==> src/sv/cda_pkg.sv <==
`default_nettype none

package cda_pkg;

  localparam int unsigned CountW = 22;
  localparam int unsigned YearW  = 14;
  localparam int unsigned MonthW = 4;
  localparam int unsigned DayW   = 5;
  localparam int unsigned YlenW  = 9;

  typedef logic [CountW-1:0] count_t;
  typedef logic [YearW-1:0]  year_t;
  typedef logic [MonthW-1:0] month_t;
  typedef logic [DayW-1:0]   day_t;
  typedef logic [YlenW-1:0]  ylen_t;

  localparam logic [1:0] CMD_BETWEEN = 2'd0;
  localparam logic [1:0] CMD_AFTER   = 2'd1;
  localparam logic [1:0] CMD_BEFORE  = 2'd2;

  localparam logic [1:0] STATUS_OK       = 2'd0;
  localparam logic [1:0] STATUS_ORDER    = 2'd1;
  localparam logic [1:0] STATUS_RANGE    = 2'd2;
  localparam logic [1:0] STATUS_INVALID  = 2'd3;

  localparam year_t  YEAR_MAX    = 14'd9999;
  localparam month_t MONTH_MAX   = 4'd12;
  localparam count_t LAST_SERIAL = 22'd3652058;

  // Divides by 100 through a multiply by 5243 / 2^19, which is exact for
  // every 14-bit year, then applies the century rule.
  function automatic logic leap_year(input year_t y);
    logic [26:0] prod;
    logic [7:0]  cent;
    year_t       rem;
    prod = 27'(y) * 27'd5243;
    cent = prod[26:19];
    rem  = y - 14'(cent) * 14'd100;
    return (y[1:0] == 2'b00) && ((rem != '0) || (cent[1:0] == 2'b00));
  endfunction

  function automatic day_t month_len(input month_t m, input logic leap);
    day_t len;
    case (m)
      4'd2:                      len = leap ? 5'd29 : 5'd28;
      4'd4, 4'd6, 4'd9, 4'd11:   len = 5'd30;
      default:                   len = 5'd31;
    endcase
    return len;
  endfunction

  function automatic ylen_t year_len(input logic leap);
    return leap ? 9'd366 : 9'd365;
  endfunction

endpackage

`default_nettype wire

==> src/sv/calendar_date_arithmetic_core.sv <==
`default_nettype none

// Channel   | Direction | Handshake          | Payload
// ----------+-----------+--------------------+--------------------------------------------
// request   | in        | start, busy        | cmd_i, start_*_i, end_*_i, day_count_i
// result    | out       | done_o (strobe)    | days_between_o, result_*_o, status_o
//
// A request is taken at a rising edge with start high and busy low. One shared adder
// then walks the calendar one year or one month per cycle, turning dates into serial
// day numbers and back. Busy therefore grows with the start year plus the end year for
// a day count, or plus the result year for a date; an invalid date ends in the check
// states. Reset is asynchronous and returns to idle. done_o marks the result for
// exactly one cycle; nothing can stall it.
module calendar_date_arithmetic_core (
  input  wire                  clk_i,
  input  wire                  rst_ni,
  input  wire                  start,
  output logic                 busy,
  input  wire  [1:0]           cmd_i,
  input  wire  cda_pkg::day_t   start_day_i,
  input  wire  cda_pkg::month_t start_month_i,
  input  wire  cda_pkg::year_t  start_year_i,
  input  wire  cda_pkg::day_t   end_day_i,
  input  wire  cda_pkg::month_t end_month_i,
  input  wire  cda_pkg::year_t  end_year_i,
  input  wire  cda_pkg::count_t day_count_i,
  output logic                 done_o,
  output cda_pkg::count_t       days_between_o,
  output cda_pkg::day_t         result_day_o,
  output cda_pkg::month_t       result_month_o,
  output cda_pkg::year_t        result_year_o,
  output logic [1:0]           status_o
);
  import cda_pkg::*;

  // Sequencer states.
  localparam logic [3:0] S_IDLE = 4'd0;
  localparam logic [3:0] S_CHKS = 4'd1;  // check the start date
  localparam logic [3:0] S_CHKE = 4'd2;  // check the end date
  localparam logic [3:0] S_TYR  = 4'd3;  // date to serial, year walk
  localparam logic [3:0] S_TMO  = 4'd4;  // date to serial, month walk
  localparam logic [3:0] S_DIFF = 4'd5;  // end serial minus start serial
  localparam logic [3:0] S_OFS  = 4'd6;  // apply the day offset
  localparam logic [3:0] S_FYR  = 4'd7;  // serial to date, year walk
  localparam logic [3:0] S_FMO  = 4'd8;  // serial to date, month walk

  logic [3:0] state_q, state_d;
  logic       side_q, side_d;      // low while converting the start date
  logic       done_q, done_d;

  logic [1:0] cmd_q;
  day_t       sd_q, ed_q;
  month_t     sm_q, em_q;
  year_t      sy_q, ey_q;
  count_t     cnt_q;

  count_t     acc_q, acc_d;
  count_t     s0_q, s0_d;
  year_t      yr_q, yr_d;
  month_t     mo_q, mo_d;

  count_t     out_between_q, out_between_d;
  day_t       out_day_q, out_day_d;
  month_t     out_month_q, out_month_d;
  year_t      out_year_q, out_year_d;
  logic [1:0] out_status_q, out_status_d;

  // Calendar lookup shared by every state: the year and month come from the
  // request while checking dates and from the walk counters otherwise.
  year_t  yr_sel;
  month_t mo_sel;
  day_t   day_sel;
  logic   leap_w;
  day_t   mlen_w;
  ylen_t  ylen_w;
  logic   date_ok;

  year_t  tgt_y;
  month_t tgt_m;
  day_t   tgt_d;

  // The shared adder of the core, used by every walk, difference and offset state.
  count_t      opnd;
  logic        sub;
  logic [22:0] sum;
  logic        accept;

  assign accept = start && !busy;
  assign busy   = (state_q != S_IDLE);

  assign tgt_y = side_q ? ey_q : sy_q;
  assign tgt_m = side_q ? em_q : sm_q;
  assign tgt_d = side_q ? ed_q : sd_q;

  always_comb begin
    case (state_q)
      S_CHKS: begin
        yr_sel  = sy_q;
        mo_sel  = sm_q;
        day_sel = sd_q;
      end
      S_CHKE: begin
        yr_sel  = ey_q;
        mo_sel  = em_q;
        day_sel = ed_q;
      end
      default: begin
        yr_sel  = yr_q;
        mo_sel  = mo_q;
        day_sel = tgt_d;
      end
    endcase
  end

  assign leap_w  = leap_year(yr_sel);
  assign mlen_w  = month_len(mo_sel, leap_w);
  assign ylen_w  = year_len(leap_w);
  assign date_ok = (yr_sel != '0) && (yr_sel <= YEAR_MAX) &&
                   (mo_sel != '0) && (mo_sel <= MONTH_MAX) &&
                   (day_sel != '0) && (day_sel <= mlen_w);

  always_comb begin
    opnd = '0;
    sub  = 1'b0;
    case (state_q)
      S_TYR:  opnd = count_t'(ylen_w);
      S_TMO:  opnd = (mo_q == tgt_m) ? count_t'(tgt_d - 5'd1) : count_t'(mlen_w);
      S_DIFF: begin
        opnd = s0_q;
        sub  = 1'b1;
      end
      S_OFS: begin
        opnd = cnt_q;
        sub  = (cmd_q == CMD_BEFORE);
      end
      S_FYR: begin
        opnd = count_t'(ylen_w);
        sub  = 1'b1;
      end
      S_FMO: begin
        opnd = count_t'(mlen_w);
        sub  = 1'b1;
      end
      default: begin
        opnd = '0;
        sub  = 1'b0;
      end
    endcase
  end

  // When subtracting, the top bit is high exactly when no borrow occurred.
  assign sum = {1'b0, acc_q} + {1'b0, (sub ? ~opnd : opnd)} + 23'(sub);

  always_comb begin
    state_d       = state_q;
    side_d        = side_q;
    done_d        = 1'b0;
    acc_d         = acc_q;
    s0_d          = s0_q;
    yr_d          = yr_q;
    mo_d          = mo_q;
    out_between_d = out_between_q;
    out_day_d     = out_day_q;
    out_month_d   = out_month_q;
    out_year_d    = out_year_q;
    out_status_d  = out_status_q;

    case (state_q)
      S_IDLE: begin
        if (accept) begin
          state_d = S_CHKS;
          side_d  = 1'b0;
        end
      end
      S_CHKS: begin
        acc_d = '0;
        yr_d  = 14'd1;
        if (!(cmd_q inside {CMD_BETWEEN, CMD_AFTER, CMD_BEFORE}) || !date_ok) begin
          state_d      = S_IDLE;
          done_d       = 1'b1;
          out_status_d = STATUS_INVALID;
        end else if (cmd_q == CMD_BETWEEN) begin
          state_d = S_CHKE;
        end else begin
          state_d = S_TYR;
        end
      end
      S_CHKE: begin
        if (!date_ok) begin
          state_d      = S_IDLE;
          done_d       = 1'b1;
          out_status_d = STATUS_INVALID;
        end else begin
          state_d = S_TYR;
        end
      end
      S_TYR: begin
        if (yr_q == tgt_y) begin
          mo_d    = 4'd1;
          state_d = S_TMO;
        end else begin
          acc_d = sum[21:0];
          yr_d  = yr_q + 14'd1;
        end
      end
      S_TMO: begin
        if (mo_q == tgt_m) begin
          // The day of month was added in this cycle; the serial is complete.
          if (!side_q) begin
            s0_d = sum[21:0];
            if (cmd_q == CMD_BETWEEN) begin
              side_d  = 1'b1;
              acc_d   = '0;
              yr_d    = 14'd1;
              state_d = S_TYR;
            end else begin
              acc_d   = sum[21:0];
              state_d = S_OFS;
            end
          end else begin
            acc_d   = sum[21:0];
            state_d = S_DIFF;
          end
        end else begin
          acc_d = sum[21:0];
          mo_d  = mo_q + 4'd1;
        end
      end
      S_DIFF: begin
        state_d = S_IDLE;
        done_d  = 1'b1;
        if (!sum[22]) begin
          out_status_d = STATUS_ORDER;
        end else begin
          out_between_d = sum[21:0];
        end
      end
      S_OFS: begin
        if ((cmd_q == CMD_AFTER && sum > {1'b0, LAST_SERIAL}) ||
            (cmd_q == CMD_BEFORE && !sum[22])) begin
          state_d      = S_IDLE;
          done_d       = 1'b1;
          out_status_d = STATUS_RANGE;
        end else begin
          acc_d   = sum[21:0];
          yr_d    = 14'd1;
          state_d = S_FYR;
        end
      end
      S_FYR: begin
        if (sum[22]) begin
          acc_d = sum[21:0];
          yr_d  = yr_q + 14'd1;
        end else begin
          mo_d    = 4'd1;
          state_d = S_FMO;
        end
      end
      S_FMO: begin
        if ((mo_q != MONTH_MAX) && sum[22]) begin
          acc_d = sum[21:0];
          mo_d  = mo_q + 4'd1;
        end else begin
          state_d     = S_IDLE;
          done_d      = 1'b1;
          out_day_d   = acc_q[4:0] + 5'd1;
          out_month_d = mo_q;
          out_year_d  = yr_q;
        end
      end
      default: begin
        state_d = S_IDLE;
      end
    endcase

    // A fresh request starts with a clean result; every field not produced
    // by the command reads as zero.
    if (state_q == S_IDLE && accept) begin
      out_between_d = '0;
      out_day_d     = '0;
      out_month_d   = '0;
      out_year_d    = '0;
      out_status_d  = STATUS_OK;
    end
  end

  always_ff @(posedge clk_i or negedge rst_ni) begin
    if (!rst_ni) begin
      state_q <= S_IDLE;
      side_q  <= 1'b0;
      done_q  <= 1'b0;
    end else begin
      state_q <= state_d;
      side_q  <= side_d;
      done_q  <= done_d;
    end
  end

  always_ff @(posedge clk_i) begin
    if (accept) begin
      cmd_q <= cmd_i;
      sd_q  <= start_day_i;
      sm_q  <= start_month_i;
      sy_q  <= start_year_i;
      ed_q  <= end_day_i;
      em_q  <= end_month_i;
      ey_q  <= end_year_i;
      cnt_q <= day_count_i;
    end
    acc_q         <= acc_d;
    s0_q          <= s0_d;
    yr_q          <= yr_d;
    mo_q          <= mo_d;
    out_between_q <= out_between_d;
    out_day_q     <= out_day_d;
    out_month_q   <= out_month_d;
    out_year_q    <= out_year_d;
    out_status_q  <= out_status_d;
  end

  assign done_o         = done_q;
  assign days_between_o = out_between_q;
  assign result_day_o   = out_day_q;
  assign result_month_o = out_month_q;
  assign result_year_o  = out_year_q;
  assign status_o       = out_status_q;

  // A result is only ever presented once the sequencer has returned to idle.
  a_done_idle: assert property (@(posedge clk_i) disable iff (!rst_ni)
    done_o |-> !busy)
    else $error("result strobe while the sequencer is busy");

  // Every request passes through a check state, so strobes never touch.
  a_done_pulse: assert property (@(posedge clk_i) disable iff (!rst_ni)
    done_o |=> !done_o)
    else $error("result strobe held for more than one cycle");

  // An accepted request always occupies the sequencer in the next cycle.
  a_accept_busy: assert property (@(posedge clk_i) disable iff (!rst_ni)
    (start && !busy) |=> busy)
    else $error("request accepted but sequencer not busy");

  // Error results carry nothing but the status code.
  a_error_zero: assert property (@(posedge clk_i) disable iff (!rst_ni)
    (done_o && status_o != STATUS_OK) |->
      (days_between_o == '0 && result_day_o == '0 &&
       result_month_o == '0 && result_year_o == '0))
    else $error("error result carries a nonzero field");

  // A successful date result is never paired with a day count.
  a_ok_exclusive: assert property (@(posedge clk_i) disable iff (!rst_ni)
    (done_o && status_o == STATUS_OK && result_year_o != '0) |->
      (days_between_o == '0 && result_day_o != '0 && result_month_o != '0))
    else $error("date result mixed with a day count");

endmodule

`default_nettype wire

==> config.mk <==
export PLATFORM = sky130hd
export DESIGN_NAME = calendar_date_arithmetic_core
export DESIGN_NICKNAME = d
export VERILOG_FILES = /design/src/sv/cda_pkg.sv /design/src/sv/calendar_date_arithmetic_core.sv
export SDC_FILE = /design/constraint.sdc
export NUM_CORES = 1
export LEC_CHECK = 0
export ABC_AREA = 0
export BUFFER_PORTS_ARGS = -buffer_cell sky130_fd_sc_hd__buf_4
export CAP_MARGIN = 10
export CORE_MARGIN = 3
export CORE_UTILIZATION = 53
export DETAILED_ROUTE_END_ITERATION = 12
export GPL_ROUTABILITY_DRIVEN = 0
export HOLD_SLACK_MARGIN = 0.08
export PLACE_DENSITY = 0.68
export SLEW_MARGIN = 10
export SYNTH_ARGS = -nofsm -noshare
export SYNTH_HDL_FRONTEND = slang
export SYNTH_SLANG_ARGS = --single-unit
export TNS_END_PERCENT = 20
==> constraint.sdc <==
create_clock -name clk_i -period 38.8 [get_ports clk_i]
set_input_delay 7.76 -clock clk_i [delete_from_list [all_inputs] [get_ports clk_i]]
set_output_delay 7.76 -clock clk_i [all_outputs]
set_load 0.1 [all_outputs]
==> metrics.cfg, run 1 <==
[global_route]
grt_pass1_vias = 12450
overflow = 0
antenna_found_initial = 0
grt_pass1_wl_um = 65390
grt_max_degree = 64
grt_usage_pct = 26.75

[yosys]
synth_edf_count = 132
synth_top_area_cell = edfxtp_1
synthTopCellsByArea = edfxtp_1 (26%), ha_1 (13%), fa_1 (7.4%)
yosysTopAreaCellShare_pct = 25.83
synthFlopType = edfxtp_1
synth_fa_ha_area_share_pct = 20.64
synth-xor-area-share_pct = 6.213
synth_compound_area_share_pct = 17.04
muxShareOfSynthArea_pct = 2.316
synth_most_common_cell = ha_1
yosys_warnings = 0
ys_seq_elements = 185
synth_area_um2 = 15350
async_flop_share_pct = 3.243
syn-num-nets = 1919
synth_top_family_by_area = adder cells
syn_avg_cell_area_um2 = 9.403
ys_types = 93
synth_cells = 1632
synth_common_cells = ha_1 (157), inv_1 (148), nand2_1 (148)
seq_area_frac_synth_pct = 32.94
yosys.area_share.simple_pct = 14.91

[floorplanning]
rows = 61
coreArea_um2 = 28160
dieArea_um2 = 31030
fp.dieW_um = 176.2
initial_core_util_pct = 54.49
ios = 122
fp.dieH_um = 176.2

[timing]
period_minus_slack_ps = 18260
slew_violations = 0
fin_crit_sh_pct = 47.05
slew_headroom_pct = 19.57
setup-tns-final_ps = 0
setup_slack_ps = 20540
rsz0062_at_grt = false
setup-violations-final = 0
fmax_mhz = 54.77
skew_ps = 18.82
tightest_slew_ps = 1206
hold_viol_final = 0

[place]
port_buffers = 121
dp_hpwl_um = 31760
place_ws_ps = 20730

[critical_path]
r2r_end = acc_q[5]
slowest_stage = dfrtp_1
slowest_delay_ps = 1000
crit_top_cell = inv_1
r2r_setup_slack_ps = 20540
reg2reg_from = state_q[1]
worstSetupEndpointType = register
criticalPathCategory = register to register
cp-start-kind = register
r2r_cells = 66
cp_max_fo = 36
cp_num_buf_inv = 7
cp.arrival_ps = 18320
cp_data_required_time_ps = 38860
critPathTopFamily = compound AO/OA/AOI/OAI gates

[clock_tree]
cts_resized = 0
worstSkewPairLatency_ps = 440
cts_tree = done
clk_pin_slew_ps = 70
cts_hold_buf = 0
cts_sinks = 185
ctsRootBufferMaster = clkbuf_16
h-tree-depth = 4
post-cts-setup-buffers = 0
cts_buffer_depth = 2
cts_buffers = 17

[final_layout]
antenna_cells = 0
drive_gt1_share_pct = 12.40
nets = 1992
area_growth_syn_to_layout_pct = 11.38

[detailed_routing]
first_pass_iters = 6
wire_per_inst_um = 19.94
via_count = 12730
drc = 0
via_per_inst = 6.071
drt_iter0_drc = 1206
drt-total-wl_um = 41800
antenna_left = 0

[hold_path]
hp-start = result_day_o[1]
min_to = result_day_o[1]
min_path_cells = 2
hold_class = register to register

[job]
max_cap_viol_count = 0

[status]
status = finished, final reports clean

## logic make-up after synthesis
family,count (synthesis)
AOI/OAI and AO/OA,380
muxes,35
and+or+nand+nor,471
DFF,185
adders and majority gates,220
buffers and inverters,233
xor gates and xnor gates,108
## state kept, by name (all words and copies together), names as in the netlist, 14 cells and up
register / count
s0_q: 22
yr_q: 14
cnt_q: 22
result_year_o: 14
acc_q: 22
days_between_o: 22
sy_q: 14
ey_q: 14
## worst register-to-register path, delay by kind of cell (launching register included)
kind            cells  cell delay (ps)
simple gates        9             2600
buf+inv             7              480
fa+ha+maj          10             3920
xor+xnor            5             1260
mux                 1              330
flops               1             1000
compound gates     34             8280
## layout make-up
| class | count | area, µm² |
|---|---|---|
| inverters | 152 | 573.1 |
| fillers | 2439 | 11070 |
| clock buffers | 21 | 471.7 |
| repair buffers | 135 | 1013 |
| multi-input cells | 1214 | 9397 |
| clock inverters | 11 | 110.1 |
| well taps | 378 | 473.0 |
| flip-flops and latches | 185 | 5055 |
## cell usage in the layout (no fill, tap or decap), drive strengths merged, types with 22 or more instances in the layout
| master | instances |
|---|---|
| a221oi | 22 |
| a21oi | 122 |
| nor3 | 38 |
| fa | 57 |
| nand2 | 148 |
| xor2 | 31 |
| mux2i | 31 |
| xnor2 | 77 |
| nor2b | 28 |
| nor2 | 108 |
| ha | 157 |
| o21ai | 64 |
| edfxtp | 132 |
| buf | 135 |
| inv | 155 |
| dfxtp | 47 |
| nand3 | 38 |
## routing by layer
layer	GRT usage [%]	up-vias	wire, µm
met5	0	-	0
li1	-	5993	-
met3	4.065	105	2613
met4	12.08	0	1766
met1	34.47	6100	17320
met2	44.60	527	20100
## stage by stage
stage          utilization [%]  std cells  hold WS [ps]  instance area [µm²]
6_report                 60.69       2096         455.2                17090
5_1_grt                  60.69       2096         475.4                17090
4_1_cts                  60.69       2096         456.5                17090
3_5_place_dp             58.63       2064         446.9                16510
3_3_place_gp             58.63       2064         444.8                16510
2_1_floorplan                -       1632         581.8                15350
## worst max path at each step
stage | slack (ps) | cells past startpoint | startpoint | to
after floorplan | 22880 | 68 | state_q[3] | acc_q[0]
after global placement | 21270 | 68 | state_q[1] | acc_q[17]
after detailed placement | 20730 | 66 | state_q[1] | acc_q[15]
after CTS | 20630 | 66 | state_q[1] | acc_q[12]
after global routing | 19080 | 68 | state_q[1] | acc_q[5]
final | 20540 | 66 | state_q[1] | acc_q[5]
Power of run 1 is not shown: default switching activity piles up to over one toggle a cycle in this logic, so the estimate is an artifact.
==> inputs of run 2 (changes only) <==
PLACE_DENSITY = 0.71   (was 0.68)
clock period = 15.5 ns   (was 38.8 ns; I/O delays follow)
==> run 2 against run 1 <==
  * Routed wire length up 4.7%
  * Final area up 8.2%
  * Core utilization up 5.0 points
  * Via count up 5.3%
  * Clock skew down 1.1 ps
  * Sequential cell count unchanged
  * Die area unchanged
  * Count of clock-buffer cells in the layout down 3
  * Register-to-register slack worse by 20000 ps
  * Critical path depth down 1
  * Critical path type unchanged
  * Critical endpoint is now yr_q[6]
==> metrics.cfg, run 2 (synthesis gave the netlist of run 1 again) <==
[critical_path]
cp-start-kind = register
critPathTopFamily = compound AO/OA/AOI/OAI gates
slowest_stage = or4b_4
criticalPathCategory = register to register
worstSetupEndpointType = register
cp.arrival_ps = 15180
cp_num_buf_inv = 13
crit_start = state_q[3]
cp_data_required_time_ps = 15670
crit_top_cell = inv_1
cp_max_fo = 7
slowest_delay_ps = 590
reg2reg_from = state_q[3]

[detailed_routing]
drt-total-wl_um = 43770
via_per_inst = 6.062
drc = 0
drt_iter0_drc = 1158
antenna_left = 0
via_count = 13400
first_pass_iters = 5
wire_per_inst_um = 19.80

[place]
place_ws_ps = -278.4
dp_hpwl_um = 32670
port_buffers = 121
dp_cells = 2131

[final_layout]
layout_common_cells = buf_4 (234), ha_1 (148), nand2_1 (146)
multi_input_area_um2 = 9807
layout_commonest_cell = buf_4
nets = 2107
antenna_cells = 0
finalNonFillerCells = 2211
area_growth_syn_to_layout_pct = 20.50
seqCellArea_um2 = 5060
drive_gt1_share_pct = 22.09
utilization_pct = 65.66
nFillCells = 2215

[timing]
hold_slack_ps = 456.8
slew_violations = 0
skew_ps = 17.73
tightest_slew_ps = 1150
setup_slack_ps = 483.3
fmax_mhz = 66.59
fin_crit_sh_pct = 96.88
slew_headroom_pct = 23.35
hold_viol_final = 0
period_minus_slack_ps = 15020
setup-violations-final = 0

[floorplanning]
fp.dieW_um = 176.2
ios = 122
initial_core_util_pct = 54.49
coreArea_um2 = 28160
rows = 61
fp.dieH_um = 176.2
dieArea_um2 = 31030

[clock_tree]
cts_hold_buf = 0
cts_sinks = 185
cts_buffer_depth = 2
ctsRootBufferMaster = clkbuf_16
cts_buffers = 17
h-tree-depth = 4
cts_tree = done
worstSkewPairLatency_ps = 450
clk_pin_slew_ps = 70

[hold_path]
hold_class = register to register
hp-start = result_year_o[7]

[global_route]
grt_pass1_vias = 12770
grt_max_degree = 94
grt_usage_pct = 27.47
antenna_found_initial = 0
overflow = 0
grt_pass1_wl_um = 67780

[job]
max_cap_viol_count = 0

[status]
status = finished, final reports clean

==> run 2: changes by cell type in the layout (fill, tap and decap cells not counted), moves of 5 or more <==
cell     previous run  this run
a21oi_1           120       109
a21oi_2             2        12
buf_4             135       234
buf_6               0        10
ha_1              157       148
ha_4                0         7
inv_1             147       139
inv_2               3         9
nor2_1            103        97
o21ai_0            57        47
o21ai_2             2         7
==> run 2: path summary, 6_finish.rpt <==
check / slack, ps / cells after the start / end
setup / recovery: 480 / 65 / yr_q[6]
max in group asynchronous: 12890 / 1 / side_q
setup reg to reg: 480 / 65 / yr_q[6]
min in group asynchronous: 2470 / 1 / state_q[2]
hold reg to reg: 460 / 2 / result_year_o[7]
hold / removal: 460 / 2 / result_year_o[7]
==> run 2: area by class of cell <==
| type | instances | area share, % |
|---|---|---|
| well taps | 378 | 2.558 |
| flip-flops and latches | 185 | 27.36 |
| clock inverters | 14 | 0.8052 |
| multi-input cells | 1215 | 53.03 |
| clock buffers | 18 | 2.375 |
| inverters | 152 | 3.160 |
| repair buffers | 249 | 10.70 |
==> run 2: layer usage <==
metal,share of wire [%],track usage (%)
met1,41,36.85
met2,47,44.38
met3,8.0,5.075
met4,4.0,10.43
met5,0,0
==> run 2: what timing repair did <==
item | 4_1_cts | 5_1_grt
gates cloned | 1 | 2
pin swaps | 5 | 51
setup endpoints to repair | 37 | 92
setup buffers | 10 | 35
gates resized for setup | 12 | 99
==> run 2: stage by stage <==
stage / instance area (µm²) / setup TNS, ps
6_report: 18490 / 0
5_1_grt: 18490 / -2694
4_1_cts: 17780 / 0
3_5_place_dp: 17060 / -9815
3_3_place_gp: 17060 / 0
2_1_floorplan: 15360 / 0
==> run 2: tightest hold or removal path: stages (launching register included) <==
cell and delay [ps]:
dfxtp_1 310, nand2_1 50, a21oi_1 50
Power of run 2 is left out for the same reason.
